`src/assert_macros.svh`:
```
// Assertion helpers for the RTL file that checks its own logic.
// Both macros expect clk_i and rst_ni to be visible where they are used.
`ifndef ASSERT_MACROS_SVH
`define ASSERT_MACROS_SVH

// Property that must hold at every clock edge outside reset.
`define CPL_ASSERT(name, prop, msg) \
  name: assert property (@(posedge clk_i) disable iff (!rst_ni) prop) \
    else $error(msg);

// Antecedent in this cycle implies the consequent in the next cycle.
`define CPL_ASSERT_NEXT(name, ante, cons, msg) \
  name: assert property (@(posedge clk_i) disable iff (!rst_ni) (ante) |=> (cons)) \
    else $error(msg);

`endif

```
`src/cpl_pkg.sv`:
```
package cpl_pkg;

  // Archive layout constants of the newc format.
  localparam int HEADER_BYTES  = 110;
  localparam int OFS_FILE_SIZE = 54;
  localparam int OFS_NAME_SIZE = 94;
  localparam int HEX_DIGITS    = 8;
  localparam int MAX_NAME      = 24;
  localparam int TARGET_CAP    = 24;
  localparam int TRAILER_LEN   = 10;

  // Configuration register indexes.
  localparam logic [2:0] CFG_TGT_LOW  = 3'd0;
  localparam logic [2:0] CFG_TGT_MID  = 3'd1;
  localparam logic [2:0] CFG_TGT_HIGH = 3'd2;
  localparam logic [2:0] CFG_TGT_LEN  = 3'd3;
  localparam logic [2:0] CFG_LOAD     = 3'd4;

  // Result kinds.
  localparam logic [1:0] KIND_DATA      = 2'd0;
  localparam logic [1:0] KIND_FOUND     = 2'd1;
  localparam logic [1:0] KIND_NOT_FOUND = 2'd2;

  typedef enum logic [2:0] {
    PH_IDLE,
    PH_HEADER,
    PH_NAME,
    PH_NAME_PAD,
    PH_SKIP,
    PH_SKIP_PAD,
    PH_LOAD
  } phase_e;

  typedef struct packed {
    logic [7:0] archive_byte;
    logic       first_byte;
  } item_t;

  typedef struct packed {
    logic [1:0]  kind;
    logic [7:0]  data_byte;
    logic [31:0] write_address;
    logic [31:0] file_size;
    logic        last;
  } result_t;

  typedef struct packed {
    logic [63:0] target_chars_low;
    logic [63:0] target_chars_mid;
    logic [63:0] target_chars_high;
    logic [4:0]  target_length;
    logic [31:0] load_base;
  } cfg_t;

  // Value of one ASCII hex digit; anything else counts as zero.
  function automatic logic [3:0] hex_value(logic [7:0] c);
    logic [7:0] v;
    v = 8'd0;
    if (c inside {[8'h30:8'h39]}) begin
      v = c - 8'h30;
    end else if (c inside {[8'h61:8'h66]}) begin
      v = c - 8'h57;
    end else if (c inside {[8'h41:8'h46]}) begin
      v = c - 8'h37;
    end
    return v[3:0];
  endfunction

  // Characters of the name that closes every archive.
  function automatic logic [7:0] trailer_char(logic [3:0] idx);
    logic [7:0] c;
    case (idx)
      4'd0:    c = 8'h54;  // T
      4'd1:    c = 8'h52;  // R
      4'd2:    c = 8'h41;  // A
      4'd3:    c = 8'h49;  // I
      4'd4:    c = 8'h4C;  // L
      4'd5:    c = 8'h45;  // E
      4'd6:    c = 8'h52;  // R
      4'd7:    c = 8'h21;  // !
      4'd8:    c = 8'h21;
      4'd9:    c = 8'h21;
      default: c = 8'h00;
    endcase
    return c;
  endfunction

endpackage

```
`src/cpl_in_reg.sv`:
```
module cpl_in_reg (
  input  logic          clk_i,
  input  logic          rst_ni,
  input  logic          in_valid_i,
  output logic          in_stall_o,
  input  cpl_pkg::item_t in_item_i,
  input  logic          take_i,
  output logic          vld_o,
  output cpl_pkg::item_t item_o
);

  logic           vld_q;
  cpl_pkg::item_t item_q;

  // The register takes a new beat when it is empty or being drained.
  assign in_stall_o = vld_q && !take_i;

  always_ff @(posedge clk_i or negedge rst_ni) begin
    if (!rst_ni) begin
      vld_q <= 1'b0;
    end else if (!in_stall_o) begin
      vld_q <= in_valid_i;
    end
  end

  always_ff @(posedge clk_i) begin
    if (in_valid_i && !in_stall_o) begin
      item_q <= in_item_i;
    end
  end

  assign vld_o  = vld_q;
  assign item_o = item_q;

endmodule

```
`src/cpl_scan.sv`:
```
module cpl_scan (
  input  logic             clk_i,
  input  logic             rst_ni,
  input  logic             step_i,
  input  cpl_pkg::item_t   item_i,
  input  cpl_pkg::cfg_t    cfg_i,
  output logic             res_vld_o,
  output cpl_pkg::result_t res_o
);

  localparam logic [1:0] HdrMod4 = 2'(cpl_pkg::HEADER_BYTES % 4);

  cpl_pkg::phase_e phase_q, phase_d;
  logic [31:0] pos_q, pos_d;
  logic [31:0] fsize_q, fsize_d;
  logic [31:0] nsize_q, nsize_d;
  logic        name_ok_q, name_ok_d;
  logic        trl_ok_q, trl_ok_d;

  cpl_pkg::phase_e eff_phase;
  logic [31:0] eff_pos;
  logic [31:0] pos_inc;
  logic [31:0] name_len;
  logic [1:0]  name_pad;
  logic [1:0]  data_pad;
  logic        do_decide;
  logic [7:0]  b;

  // Target character at a name position below the target capacity.
  function automatic logic [7:0] tgt_char(cpl_pkg::cfg_t c, logic [4:0] idx);
    logic [63:0] w;
    case (idx[4:3])
      2'd0:    w = c.target_chars_low;
      2'd1:    w = c.target_chars_mid;
      2'd2:    w = c.target_chars_high;
      default: w = 64'd0;
    endcase
    w = w >> {idx[2:0], 3'b000};
    return w[7:0];
  endfunction

  assign b = item_i.archive_byte;

  // A first byte restarts the walk at header offset zero.
  assign eff_phase = item_i.first_byte ? cpl_pkg::PH_HEADER : phase_q;
  assign eff_pos   = item_i.first_byte ? 32'd0 : pos_q;
  assign pos_inc   = eff_pos + 32'd1;

  // Padding to the next 4-byte boundary after the name and after the data.
  assign name_pad = 2'd0 - (HdrMod4 + nsize_q[1:0]);
  assign data_pad = 2'd0 - fsize_q[1:0];

  // Next state and result for the byte in the input register.
  always_comb begin
    phase_d   = phase_q;
    pos_d     = pos_q;
    fsize_d   = fsize_q;
    nsize_d   = nsize_q;
    name_ok_d = name_ok_q;
    trl_ok_d  = trl_ok_q;
    do_decide = 1'b0;
    res_vld_o = 1'b0;
    res_o     = '0;
    name_len  = 32'd0;

    case (eff_phase)
      cpl_pkg::PH_HEADER: begin
        if (eff_pos == 32'd0) begin
          fsize_d = 32'd0;
          nsize_d = 32'd0;
        end
        if (eff_pos >= 32'(cpl_pkg::OFS_FILE_SIZE) &&
            eff_pos < 32'(cpl_pkg::OFS_FILE_SIZE + cpl_pkg::HEX_DIGITS)) begin
          fsize_d = {fsize_d[27:0], cpl_pkg::hex_value(b)};
        end
        if (eff_pos >= 32'(cpl_pkg::OFS_NAME_SIZE) &&
            eff_pos < 32'(cpl_pkg::OFS_NAME_SIZE + cpl_pkg::HEX_DIGITS)) begin
          nsize_d = {nsize_d[27:0], cpl_pkg::hex_value(b)};
        end
        pos_d   = pos_inc;
        phase_d = cpl_pkg::PH_HEADER;
        if (pos_inc >= 32'(cpl_pkg::HEADER_BYTES)) begin
          name_len  = (nsize_d == 32'd0) ? 32'd0 : nsize_d - 32'd1;
          pos_d     = 32'd0;
          name_ok_d = (name_len == {27'd0, cfg_i.target_length}) &&
                      (name_len <= 32'(cpl_pkg::MAX_NAME)) &&
                      (cfg_i.target_length <= 5'(cpl_pkg::TARGET_CAP));
          trl_ok_d  = name_len == 32'(cpl_pkg::TRAILER_LEN);
          phase_d   = (nsize_d == 32'd0) ? cpl_pkg::PH_NAME_PAD : cpl_pkg::PH_NAME;
        end
      end

      cpl_pkg::PH_NAME: begin
        // Compare every name byte but the closing NUL.
        if (pos_inc < nsize_q) begin
          if (eff_pos >= 32'(cpl_pkg::TARGET_CAP) ||
              b != tgt_char(cfg_i, eff_pos[4:0])) begin
            name_ok_d = 1'b0;
          end
          if (eff_pos >= 32'(cpl_pkg::TRAILER_LEN) ||
              b != cpl_pkg::trailer_char(eff_pos[3:0])) begin
            trl_ok_d = 1'b0;
          end
        end
        pos_d = pos_inc;
        if (pos_inc >= nsize_q) begin
          pos_d = 32'd0;
          if (name_pad == 2'd0) begin
            do_decide = 1'b1;
          end else begin
            phase_d = cpl_pkg::PH_NAME_PAD;
          end
        end
      end

      cpl_pkg::PH_NAME_PAD: begin
        pos_d = pos_inc;
        if (pos_inc >= {30'd0, name_pad}) begin
          do_decide = 1'b1;
        end
      end

      cpl_pkg::PH_SKIP: begin
        pos_d = pos_inc;
        if (pos_inc >= fsize_q) begin
          pos_d   = 32'd0;
          phase_d = (data_pad == 2'd0) ? cpl_pkg::PH_HEADER : cpl_pkg::PH_SKIP_PAD;
        end
      end

      cpl_pkg::PH_SKIP_PAD: begin
        pos_d = pos_inc;
        if (pos_inc >= {30'd0, data_pad}) begin
          pos_d   = 32'd0;
          phase_d = cpl_pkg::PH_HEADER;
        end
      end

      cpl_pkg::PH_LOAD: begin
        res_vld_o           = 1'b1;
        res_o.kind          = cpl_pkg::KIND_DATA;
        res_o.data_byte     = b;
        res_o.write_address = cfg_i.load_base + eff_pos;
        res_o.last          = pos_inc >= fsize_q;
        pos_d               = pos_inc;
        if (pos_inc >= fsize_q) begin
          pos_d   = 32'd0;
          phase_d = cpl_pkg::PH_IDLE;
        end
      end

      default: begin
        // Idle: bytes are dropped until the next first byte.
      end
    endcase

    // The whole name region is consumed: trailer test first, then the target.
    if (do_decide) begin
      pos_d = 32'd0;
      if (trl_ok_d) begin
        res_vld_o  = 1'b1;
        res_o.kind = cpl_pkg::KIND_NOT_FOUND;
        res_o.last = 1'b1;
        phase_d    = cpl_pkg::PH_IDLE;
      end else if (name_ok_d) begin
        res_vld_o           = 1'b1;
        res_o.kind          = cpl_pkg::KIND_FOUND;
        res_o.write_address = cfg_i.load_base;
        res_o.file_size     = fsize_q;
        res_o.last          = fsize_q == 32'd0;
        phase_d = (fsize_q == 32'd0) ? cpl_pkg::PH_IDLE : cpl_pkg::PH_LOAD;
      end else begin
        phase_d = (fsize_q == 32'd0) ? cpl_pkg::PH_HEADER : cpl_pkg::PH_SKIP;
      end
    end
  end

  // Walk state advances once per processed beat.
  always_ff @(posedge clk_i or negedge rst_ni) begin
    if (!rst_ni) begin
      phase_q   <= cpl_pkg::PH_IDLE;
      pos_q     <= 32'd0;
      fsize_q   <= 32'd0;
      nsize_q   <= 32'd0;
      name_ok_q <= 1'b1;
      trl_ok_q  <= 1'b1;
    end else if (step_i) begin
      phase_q   <= phase_d;
      pos_q     <= pos_d;
      fsize_q   <= fsize_d;
      nsize_q   <= nsize_d;
      name_ok_q <= name_ok_d;
      trl_ok_q  <= trl_ok_d;
    end
  end

endmodule

```
`src/cpl_out_reg.sv`:
```
module cpl_out_reg (
  input  logic             clk_i,
  input  logic             rst_ni,
  input  logic             load_i,
  input  cpl_pkg::result_t res_i,
  output logic             free_o,
  output logic             out_valid_o,
  input  logic             out_stall_i,
  output cpl_pkg::result_t out_item_o
);

  logic             vld_q;
  cpl_pkg::result_t res_q;

  // Room for a new result when empty or when the held beat leaves now.
  assign free_o = !vld_q || !out_stall_i;

  always_ff @(posedge clk_i or negedge rst_ni) begin
    if (!rst_ni) begin
      vld_q <= 1'b0;
    end else if (load_i) begin
      vld_q <= 1'b1;
    end else if (!out_stall_i) begin
      vld_q <= 1'b0;
    end
  end

  always_ff @(posedge clk_i) begin
    if (load_i) begin
      res_q <= res_i;
    end
  end

  assign out_valid_o = vld_q;
  assign out_item_o  = res_q;

endmodule

```
`src/cpio_newc_file_locator.sv`:
```
// Finds one member of a cpio newc archive streamed in one byte per beat and
// unloads it. Each accepted byte is taken into an input register and then
// handled in a single registered pass, so the block sustains one archive byte
// per clock cycle; a byte's result is loaded into the result register when
// the byte is processed from the input register. A result reports the target
// found (with its size), each data byte of the target with its load address,
// or the trailer reached without a match; the final result of a search
// carries last. A byte marked first_byte restarts the scan from header offset
// zero at any time, and bytes after the final result of a search are dropped
// until then. A held byte is only processed while the result register is
// free, so throughput stays at one byte per cycle only while the result side
// keeps up. Configuration must be written while idle; this is not enforced.
`include "assert_macros.svh"

module cpio_newc_file_locator (
  input  logic             clk_i,
  input  logic             rst_ni,
  input  logic             in_valid_i,
  output logic             in_stall_o,
  input  cpl_pkg::item_t   in_item_i,
  output logic             out_valid_o,
  input  logic             out_stall_i,
  output cpl_pkg::result_t out_item_o,
  input  logic             cfg_we_i,
  input  logic [2:0]       cfg_index_i,
  input  logic [63:0]      cfg_wdata_i
);

  cpl_pkg::cfg_t    cfg_q;
  cpl_pkg::item_t   item;
  cpl_pkg::result_t res;
  logic             item_vld;
  logic             res_vld;
  logic             out_free;
  logic             step;
  logic             out_not_found;
  logic             out_found;
  logic             not_found_ok;
  logic             found_ok;

  // Configuration registers.
  always_ff @(posedge clk_i or negedge rst_ni) begin
    if (!rst_ni) begin
      cfg_q <= '0;
    end else if (cfg_we_i) begin
      case (cfg_index_i)
        cpl_pkg::CFG_TGT_LOW:  cfg_q.target_chars_low  <= cfg_wdata_i;
        cpl_pkg::CFG_TGT_MID:  cfg_q.target_chars_mid  <= cfg_wdata_i;
        cpl_pkg::CFG_TGT_HIGH: cfg_q.target_chars_high <= cfg_wdata_i;
        cpl_pkg::CFG_TGT_LEN:  cfg_q.target_length     <= cfg_wdata_i[4:0];
        cpl_pkg::CFG_LOAD:     cfg_q.load_base         <= cfg_wdata_i[31:0];
        default: begin
        end
      endcase
    end
  end

  // A held byte is processed when the result register can take its outcome.
  assign step = item_vld && out_free;

  cpl_in_reg u_in_reg (
    .clk_i      (clk_i),
    .rst_ni     (rst_ni),
    .in_valid_i (in_valid_i),
    .in_stall_o (in_stall_o),
    .in_item_i  (in_item_i),
    .take_i     (step),
    .vld_o      (item_vld),
    .item_o     (item)
  );

  cpl_scan u_scan (
    .clk_i     (clk_i),
    .rst_ni    (rst_ni),
    .step_i    (step),
    .item_i    (item),
    .cfg_i     (cfg_q),
    .res_vld_o (res_vld),
    .res_o     (res)
  );

  cpl_out_reg u_out_reg (
    .clk_i       (clk_i),
    .rst_ni      (rst_ni),
    .load_i      (step && res_vld),
    .res_i       (res),
    .free_o      (out_free),
    .out_valid_o (out_valid_o),
    .out_stall_i (out_stall_i),
    .out_item_o  (out_item_o)
  );

  // Terms of the result encoding checks.
  assign out_not_found = out_valid_o && (out_item_o.kind == cpl_pkg::KIND_NOT_FOUND);
  assign out_found     = out_valid_o && (out_item_o.kind == cpl_pkg::KIND_FOUND);
  assign not_found_ok  = out_item_o.last && (out_item_o.file_size == 32'd0);
  assign found_ok      = out_item_o.last == (out_item_o.file_size == 32'd0);

  // Checks on the pipeline and the result encoding.
  `CPL_ASSERT(a_stall_needs_item, in_stall_o |-> item_vld, "stall without a held beat")
  `CPL_ASSERT_NEXT(a_result_lands, step && res_vld, out_valid_o, "result beat lost")
  `CPL_ASSERT(a_not_found_last, out_not_found |-> not_found_ok, "bad not-found beat")
  `CPL_ASSERT(a_found_last, out_found |-> found_ok, "found beat last mismatch")

endmodule
```
`config.mk`:
```
export PLATFORM = sky130hd
export DESIGN_NAME = cpio_newc_file_locator
export DESIGN_NICKNAME = d
export VERILOG_FILES = /design/src/cpl_pkg.sv /design/src/cpl_in_reg.sv /design/src/cpl_scan.sv /design/src/cpl_out_reg.sv /design/src/cpio_newc_file_locator.sv
export VERILOG_INCLUDE_DIRS = /design/src /design/src/src
export SDC_FILE = /design/constraint.sdc
export NUM_CORES = 1
export LEC_CHECK = 0
export BUFFER_PORTS_ARGS = -buffer_cell sky130_fd_sc_hd__buf_2
export CAP_MARGIN = 20
export CORE_MARGIN = 2
export CORE_UTILIZATION = 40
export CTS_CLUSTER_SIZE = 25
export DETAILED_ROUTE_END_ITERATION = 10
export SKIP_LAST_GASP = 1
export SLEW_MARGIN = 20
export SYNTH_ARGS = -nofsm -noshare
export SYNTH_HDL_FRONTEND = slang
export SYNTH_SLANG_ARGS = --single-unit
```
`constraint.sdc`:
```
create_clock -name clk_i -period 7.9 [get_ports clk_i]
set_clock_uncertainty 0.1 [all_clocks]
set_input_delay 0.79 -clock clk_i [delete_from_list [all_inputs] [get_ports clk_i]]
set_output_delay 0.79 -clock clk_i [all_outputs]
set_load 0.01 [all_outputs]
```
* After elaboration in Yosys (flattened, before gate mapping)
Memories as Yosys holds them, arrays and structs flattened.
Index checks and enable logic that the tools add are counted.
** Word-level totals
- Memories :: 1
- ROM bits :: 112
- Logic and storage cells :: 178
- Flip-flop bits (word level) :: 416
- Output and inout bits :: 77
- Input bits :: 81
** Cells by class
- Reductions and logical operators :: 39
- Bitwise gates (word level) :: 2
- Multiplexer cells :: 63
- $add $sub $neg :: 9
- Order comparisons :: 20
- Eq/ne operators :: 22
- Shift operators :: 1
** Memories
- (no name shown) :: words 16, width 7, rd ports 1, clocked after memory_dff 0, write ports 0, line cpl_pkg.sv:72 : case (idx)
** Operators with widths (number)
- 32-bit two-way mux :: 13
- 64-bit two-way mux :: 3
- 64-bit one-hot mux with 3 select lines :: 1
- 32-bit one-hot mux with 5 select lines :: 1
- 65-bit two-way mux :: 2
- 32-bit zero test :: 3
- 32-bit by 2-bit >= comparator with 1-bit output :: 2
- 32-bit >= comparator :: 2
- 32-bit by 7-bit >= comparator with 1-bit output, second input constant :: 2
- 64-bit by 6-bit >> shifter with 8-bit output :: 1
- 3-bit two-way mux :: 13
- 32-bit by 1-bit adder with 32-bit output, second input constant :: 1
- 32-bit adder :: 1
- 32-bit by 4-bit == test with 1-bit output, second input constant :: 1
- 32-bit by 5-bit == test with 1-bit output :: 1
- 32-bit by 4-bit >= comparator with 1-bit output, second input constant :: 1
- 32-bit by 5-bit >= comparator with 1-bit output, second input constant :: 1
- 32-bit by 6-bit >= comparator with 1-bit output, second input constant :: 1
- 32-bit by 5-bit <= comparator with 1-bit output, second input constant :: 1
- 32-bit < comparator :: 1
- 32-bit by 6-bit < comparator with 1-bit output, second input constant :: 1
- 32-bit by 7-bit < comparator with 1-bit output, second input constant :: 1
- 32-bit by 1-bit subtractor with 32-bit output, second input constant :: 1
- 1-bit two-way mux :: 19
- 36 further kinds :: 82

* Depth between registers and ports, before layout
- Depth in word-level cells :: 19
- Mapped depth :: 27
- Depth with buffers taken out :: 23

* By module
From an unflattened synthesis, not the netlist that was laid out.
** Second synthesis, totals
- Cell total of the unflattened synthesis :: 2381
- Area total of the unflattened synthesis :: 25543.2 um^2
** Modules (own cells, without submodules)
- cpl_scan :: area each 13540.5 um^2, instances 1, sequential area each 2529.9 um^2, cells each 1799
- cpio_newc_file_locator :: area each 9386.5 um^2, instances 1, sequential area each 5730.5 um^2, cells each 490
- cpl_out_reg :: area each 2288.4 um^2, instances 1, sequential area each 2277.2 um^2, cells each 78
- cpl_in_reg :: area each 327.8 um^2, instances 1, sequential area each 295.3 um^2, cells each 14

* Worst setup path before layout
No wires, ideal clock.
- Path type :: reg2reg
- Start point :: register u_in_reg.item_q, in the netlist u_in_reg.item_o[0]
- End point :: register u_out_reg.res_q, in the netlist u_out_reg.out_item_o[0], enable pin
- Period minus slack after synthesis :: 8727 ps
- Setup slack :: -827 ps
- Path buffers :: 10
- Cell stages (with the launch flop) :: 26
- Arrival :: 8117 ps
- Cell sequence :: edfxtp_1 -> buf_2 -> clkbuf_1 -> clkbuf_1 -> buf_1 -> clkbuf_1 -> buf_1 -> clkbuf_1 -> clkbuf_1 -> clkbuf_1 -> nor2_1 -> ha_1 -> nand2_1 -> nor3_1 -> and3_1 -> nor4b_1 -> o21ai_0 -> a21oi_1 -> a2111oi_0 -> nand3b_1 -> o221ai_1 -> o41ai_2 -> a31oi_1 -> buf_2 -> and3_1 -> nor2_1
** Between the ends
- Word-level cells in the longest chain between the ends :: 16
** RTL lines
- start, declared :: line cpl_in_reg.sv:13 : cpl_pkg::item_t item_q;
- start signal, assigned :: line cpl_in_reg.sv:28 : item_q <= in_item_i;
- 32-bit two-way mux :: line cpl_scan.sv:46 : assign eff_pos = item_i.first_byte ? 32'd0 : pos_q;
- 32-bit by 7-bit >= comparator with 1-bit output (tied with other cells) :: line cpl_scan.sv:76 : if (eff_pos >= 32'(cpl_pkg::OFS_NAME_SIZE) &&
- 1-bit logical AND / 32-bit two-way mux (equally long branches) :: line cpl_scan.sv:76, cpl_scan.sv:68
- 32-bit two-way mux :: line cpl_scan.sv:76
- 32-bit two-way mux :: line cpl_scan.sv:66 : case (eff_phase)
- 32-bit by 1-bit subtractor with 32-bit output / 32-bit zero test (equally long branches) :: line cpl_scan.sv:83 : name_len = (nsize_d == 32'd0) ? 32'd0 : nsize_d - 32'd1;
- 32-bit two-way mux :: line cpl_scan.sv:83
- 32-bit by 5-bit <= comparator with 1-bit output / 32-bit by 5-bit == test with 1-bit output (equally long branches) :: line cpl_scan.sv:86, cpl_scan.sv:85
- 1-bit logical AND :: line cpl_scan.sv:85 : name_ok_d = (name_len == {27'd0, cfg_i.target_length}) &&
- 1-bit logical AND :: line cpl_scan.sv:86 : (name_len <= 32'(cpl_pkg::MAX_NAME)) &&
- 1-bit two-way mux :: line cpl_scan.sv:82 : if (pos_inc >= 32'(cpl_pkg::HEADER_BYTES)) begin
- 1-bit one-hot mux with 2 select lines :: line cpl_scan.sv:66
- 1-bit two-way mux :: line cpl_scan.sv:165 : end else if (name_ok_d) begin
- 1-bit two-way mux :: line cpl_scan.sv:160 : if (trl_ok_d) begin
- 1-bit two-way mux (*) :: line cpl_scan.sv:158 : if (do_decide) begin
- 1-bit logical AND (*) :: line cpio_newc_file_locator.sv:85 : .load_i (step && res_vld),
- via u_out_reg.load_i :: line cpl_out_reg.sv:4 : input logic load_i,
- end signal, assigned :: line cpl_out_reg.sv:30 : res_q <= res_i;
- end, declared :: line cpl_out_reg.sv:13 : cpl_pkg::result_t res_q;
The timed path passes the listed nets; every way through them passes the cells marked *. The select of a mux whose other input is x is not followed.
A chain may end at the register's enable or synchronous reset.

* Worst setup path in the final report
- Start point :: register u_in_reg.item_q, in the netlist u_in_reg.item_o[0]
- End point :: register u_out_reg.res_q, in the netlist u_out_reg.out_item_o[65], enable pin
Same word-level chain as after synthesis.

==> results.yml <==
yosys:
  synthesis.instances: 2403
  post-synth-top-area-cell: "sky130_fd_sc_hd__dfrtp_1"
  synth-main-ff-cell: "sky130_fd_sc_hd__dfrtp_1"
  yosysSeqAreaShare_pct: 44.2
  post_synth_instance_area_um2: 24500
  synth.ff_latch_count: 416
  number_of_enable_flip_flop_cells_after_synthesis: 84
  yosysWarnings: 0
  postSynth.asyncResetShare_pct: 79.8
  synth.lib_cells_used.distinct: 106
  synthTopCellsByArea: "sky130_fd_sc_hd__dfrtp_1 34%, sky130_fd_sc_hd__mux2_2 11%, sky130_fd_sc_hd__edfxtp_1 10%"
  yosys.cell_count.top_type: "sky130_fd_sc_hd__dfrtp_1"
  synth_area_per_cell_um2: 10.2
  synth_fp_nets: 2590
  netlist_top_cells_count: "330 x sky130_fd_sc_hd__dfrtp_1, 235 x sky130_fd_sc_hd__mux2_2, 212 x sky130_fd_sc_hd__nand2_1"
  synthDominantCellAreaShare_pct: 33.7
clock_tree:
  numCtsBuffers: 49
  ctsLongestPathBuffers: 3
  clock_tree_root: "sky130_fd_sc_hd__clkbuf_16"
  cts.repair_timing.setup_buffer_count: 0
  cts_repair_resize_count: 0
  h-tree-depth: 2
  clock_latency_of_the_later_clocked_register_in_the_worst_skew_pair_ns: 0.61
  cts.sink_count: 416
  clkSlewWorstSetupHoldPaths_ns: 0.06
  cts_hold_buf: 0
  tritoncts: "built"
timing:
  final.period_utilization_pct: 89.8
  final-setup-viol-count: 0
  finalHoldViolations: 0
  worst_slew_pin_slew_ns: 1.07
  worst_slew_margin_rel_pct: 28.2
  grt_setup_unrepaired: "false"
  setup_slack_ns: 0.805
  max_freq_mhz: 141
  timing.setup.tns_ns: 0
  max_slew_violation_total_from_the_final_report: 0
  period_minus_slack_ns: 7.09
placement:
  dp_hpwl_mm: 58.0
  gp_congestion: 0.960
  io_buffers: 157
  pre_cts_slack_ns: 0.857
finish:
  final_nets: 2699
  drive_above_1_share_pct: 22.6
  fillers: 5661
  area_delta_synth_final_pct: 13.9
die:
  ios: 158
  dieArea_um2: 63300
  die-width_um: 252
  dieHeight_um: 252
  core_region_area_um2: 60500
  initial_core_util_pct: 40.6
  std_cell_rows: 90
min_path:
  hp-class: "primary input to async pin"
route:
  drt_wl_total_mm: 80.9
  drc: 0
  dr.first_iter.drc_count: 1791
  vias: 20200
  post_drt_via_cell_ratio: 6.07
  wirelength_per_cell_um: 24.3
  detail_route.first_pass.iterations: 6
  route.antenna.remaining_nets: 0
setup_path:
  max_stage_delay_ns: 0.83
  critical_path.endpoint_type: "flip-flop"
  cp-startpoint: "u_in_reg.item_o[0]$_DFFE_PP_"
  rrSetupSlack_ns: 0.81
  critical_path_class: "flip-flop to flip-flop"
  r2r_start: "u_in_reg.item_o[0]$_DFFE_PP_"
  crit_path_end: "u_out_reg.out_item_o[65]$_SDFFCE_PN0P_"
  worst-r2r-cell-count: 26
  cp_top_family: "simple AND/OR/NAND/NOR gates"
  worstPathRequired_ns: 8.03
  library_cell_appearing_most_often_on_the_critical_path: "sky130_fd_sc_hd__buf_4"
  crit_arrival_ns: 7.23
  timing.critical_path.buf_inv: 4
  start_kind: "flip-flop"
  terminus_of_the_critical_flop_to_flop_path: "u_out_reg.out_item_o[65]$_SDFFCE_PN0P_"
  worst-path-max-fanout: 40
  worst-path-stages: 26
  timing.critical_path.slowest_stage_cell: "sky130_fd_sc_hd__nor2_4"
global_route:
  first_global_vias: 19900
  pin_count_of_the_biggest_net_entering_global_routing: 166
  grt_use_total_pct: 25.2
  grt_antenna_before_repair: 2
  grt_pass1_wl_mm: 123
  grt_remaining_overflow: 0
pwr:
  vdd.ir_drop.worst_mv: 0.174
  cellLeakagePower_uw: 0.0115
  power-per-cell-area_nw_per_um2: 245
run_status:
  status: "finished clean"
run:
  max_cap_viol_count: 0
[layer usage]
metal / GRT usage (%) / up-vias / wire length (um)
met5: 0 / - / 0
met1: 33.6 / 10200 / 34500
met2: 42.9 / 735 / 39600
met4: 7.89 / 0 / 2350
met3: 2.90 / 128 / 4440
li1: - / 9185 / -
[layout make-up]
type | instances | area, um2 | share of cell area (%)
multi-input combinational | 1729 | 12800 | 45.8
sequential | 416 | 10800 | 38.8
clock buffer | 65 | 1370 | 4.89
timing repair buffer | 208 | 1220 | 4.35
tap | 782 | 978 | 3.50
inverter | 108 | 405 | 1.45
clock inverter | 25 | 354 | 1.27
antenna | 1 | 2.50 | 0.00895
[state kept, by name, indices dropped and copies added, names as in the netlist]
signal and count:
u_out_reg.out_item_o 75, u_scan.nsize_q 32, u_in_reg.vld_o 1, u_scan.pos_q 32
u_scan.fsize_q 32, u_in_reg.item_o 9, u_scan.name_ok_q 1, u_out_reg.out_valid_o 1
u_scan.phase_q 3, cfg_q 229, u_scan.trl_ok_q 1
[cells by family (layout without fill, tap and decap cells)]
| kind of cell | Yosys count | in the layout | synth area share [%] |
|---|---|---|---|
| xor gates and xnor gates | 77 | 77 | 2.75 |
| and+or+nand+nor | 668 | 668 | 14.1 |
| buffers and inverters | 258 | 406 | 4.13 |
| adders and majority gates | 107 | 107 | 5.45 |
| DFF | 416 | 416 | 44.2 |
| other | 0 | 1 | 0 |
| AOI/OAI and AO/OA | 605 | 605 | 17.2 |
| muxes | 272 | 272 | 12.3 |
[stage by stage]
| step | power [uW] | utilization [%] | cell area (um2) | hold slack (ns) | instances |
|---|---|---|---|---|---|
| 6_report | 6850 | 46.2 | 28000 | 0.193 | 3334 |
| 5_1_grt | 7160 | 46.2 | 28000 | 0.242 | 3333 |
| 4_1_cts | 6860 | 46.2 | 28000 | 0.214 | 3333 |
| 3_5_place_dp | 4420 | 43.4 | 26200 | 0.383 | 3243 |
| 3_3_place_gp | 4380 | 43.4 | 26200 | 0.372 | 3243 |
| 2_1_floorplan | 3840 | - | 24500 | 0.350 | 2403 |
[worst min path at each step]
stage,from,endpoint,slack [ns],cells past startpoint
after floorplan,u_scan.fsize_q[1]$_DFFE_PN0P_,u_scan.fsize_q[1]$_DFFE_PN0P_,0.35,2
after global placement,u_scan.fsize_q[1]$_DFFE_PN0P_,u_scan.fsize_q[1]$_DFFE_PN0P_,0.37,2
after detailed placement,u_scan.fsize_q[1]$_DFFE_PN0P_,u_scan.fsize_q[1]$_DFFE_PN0P_,0.38,2
after CTS,rst_ni,u_scan.fsize_q[11]$_DFFE_PN0P_,0.21,1
after global routing,in_item_i[4],u_in_reg.item_o[4]$_DFFE_PP_,0.24,1
final,rst_ni,u_scan.fsize_q[9]$_DFFE_PN0P_,0.19,1
[cell usage in the layout, fill, tap and decap left out, drive strengths merged, types with 39 or more instances in the layout]
master and n:
nor3 45, clkbuf 65, a22oi 39, edfxtp 84, nor4 67, nor2 110, a21oi 104, inv 109
xnor2 52, o21ai 147, ha 106, a22o 49, mux2 236, nand2 214, dfrtp 330, buf 208
[report_power, final]
group | leakage, uW | switching, uW | internal, uW
combinational | 0.00575 | 1020 | 674
sequential | 0.00496 | 240 | 2480
clock | 0.000833 | 975 | 1460
Note: power is estimated with default switching activity, not from simulation.
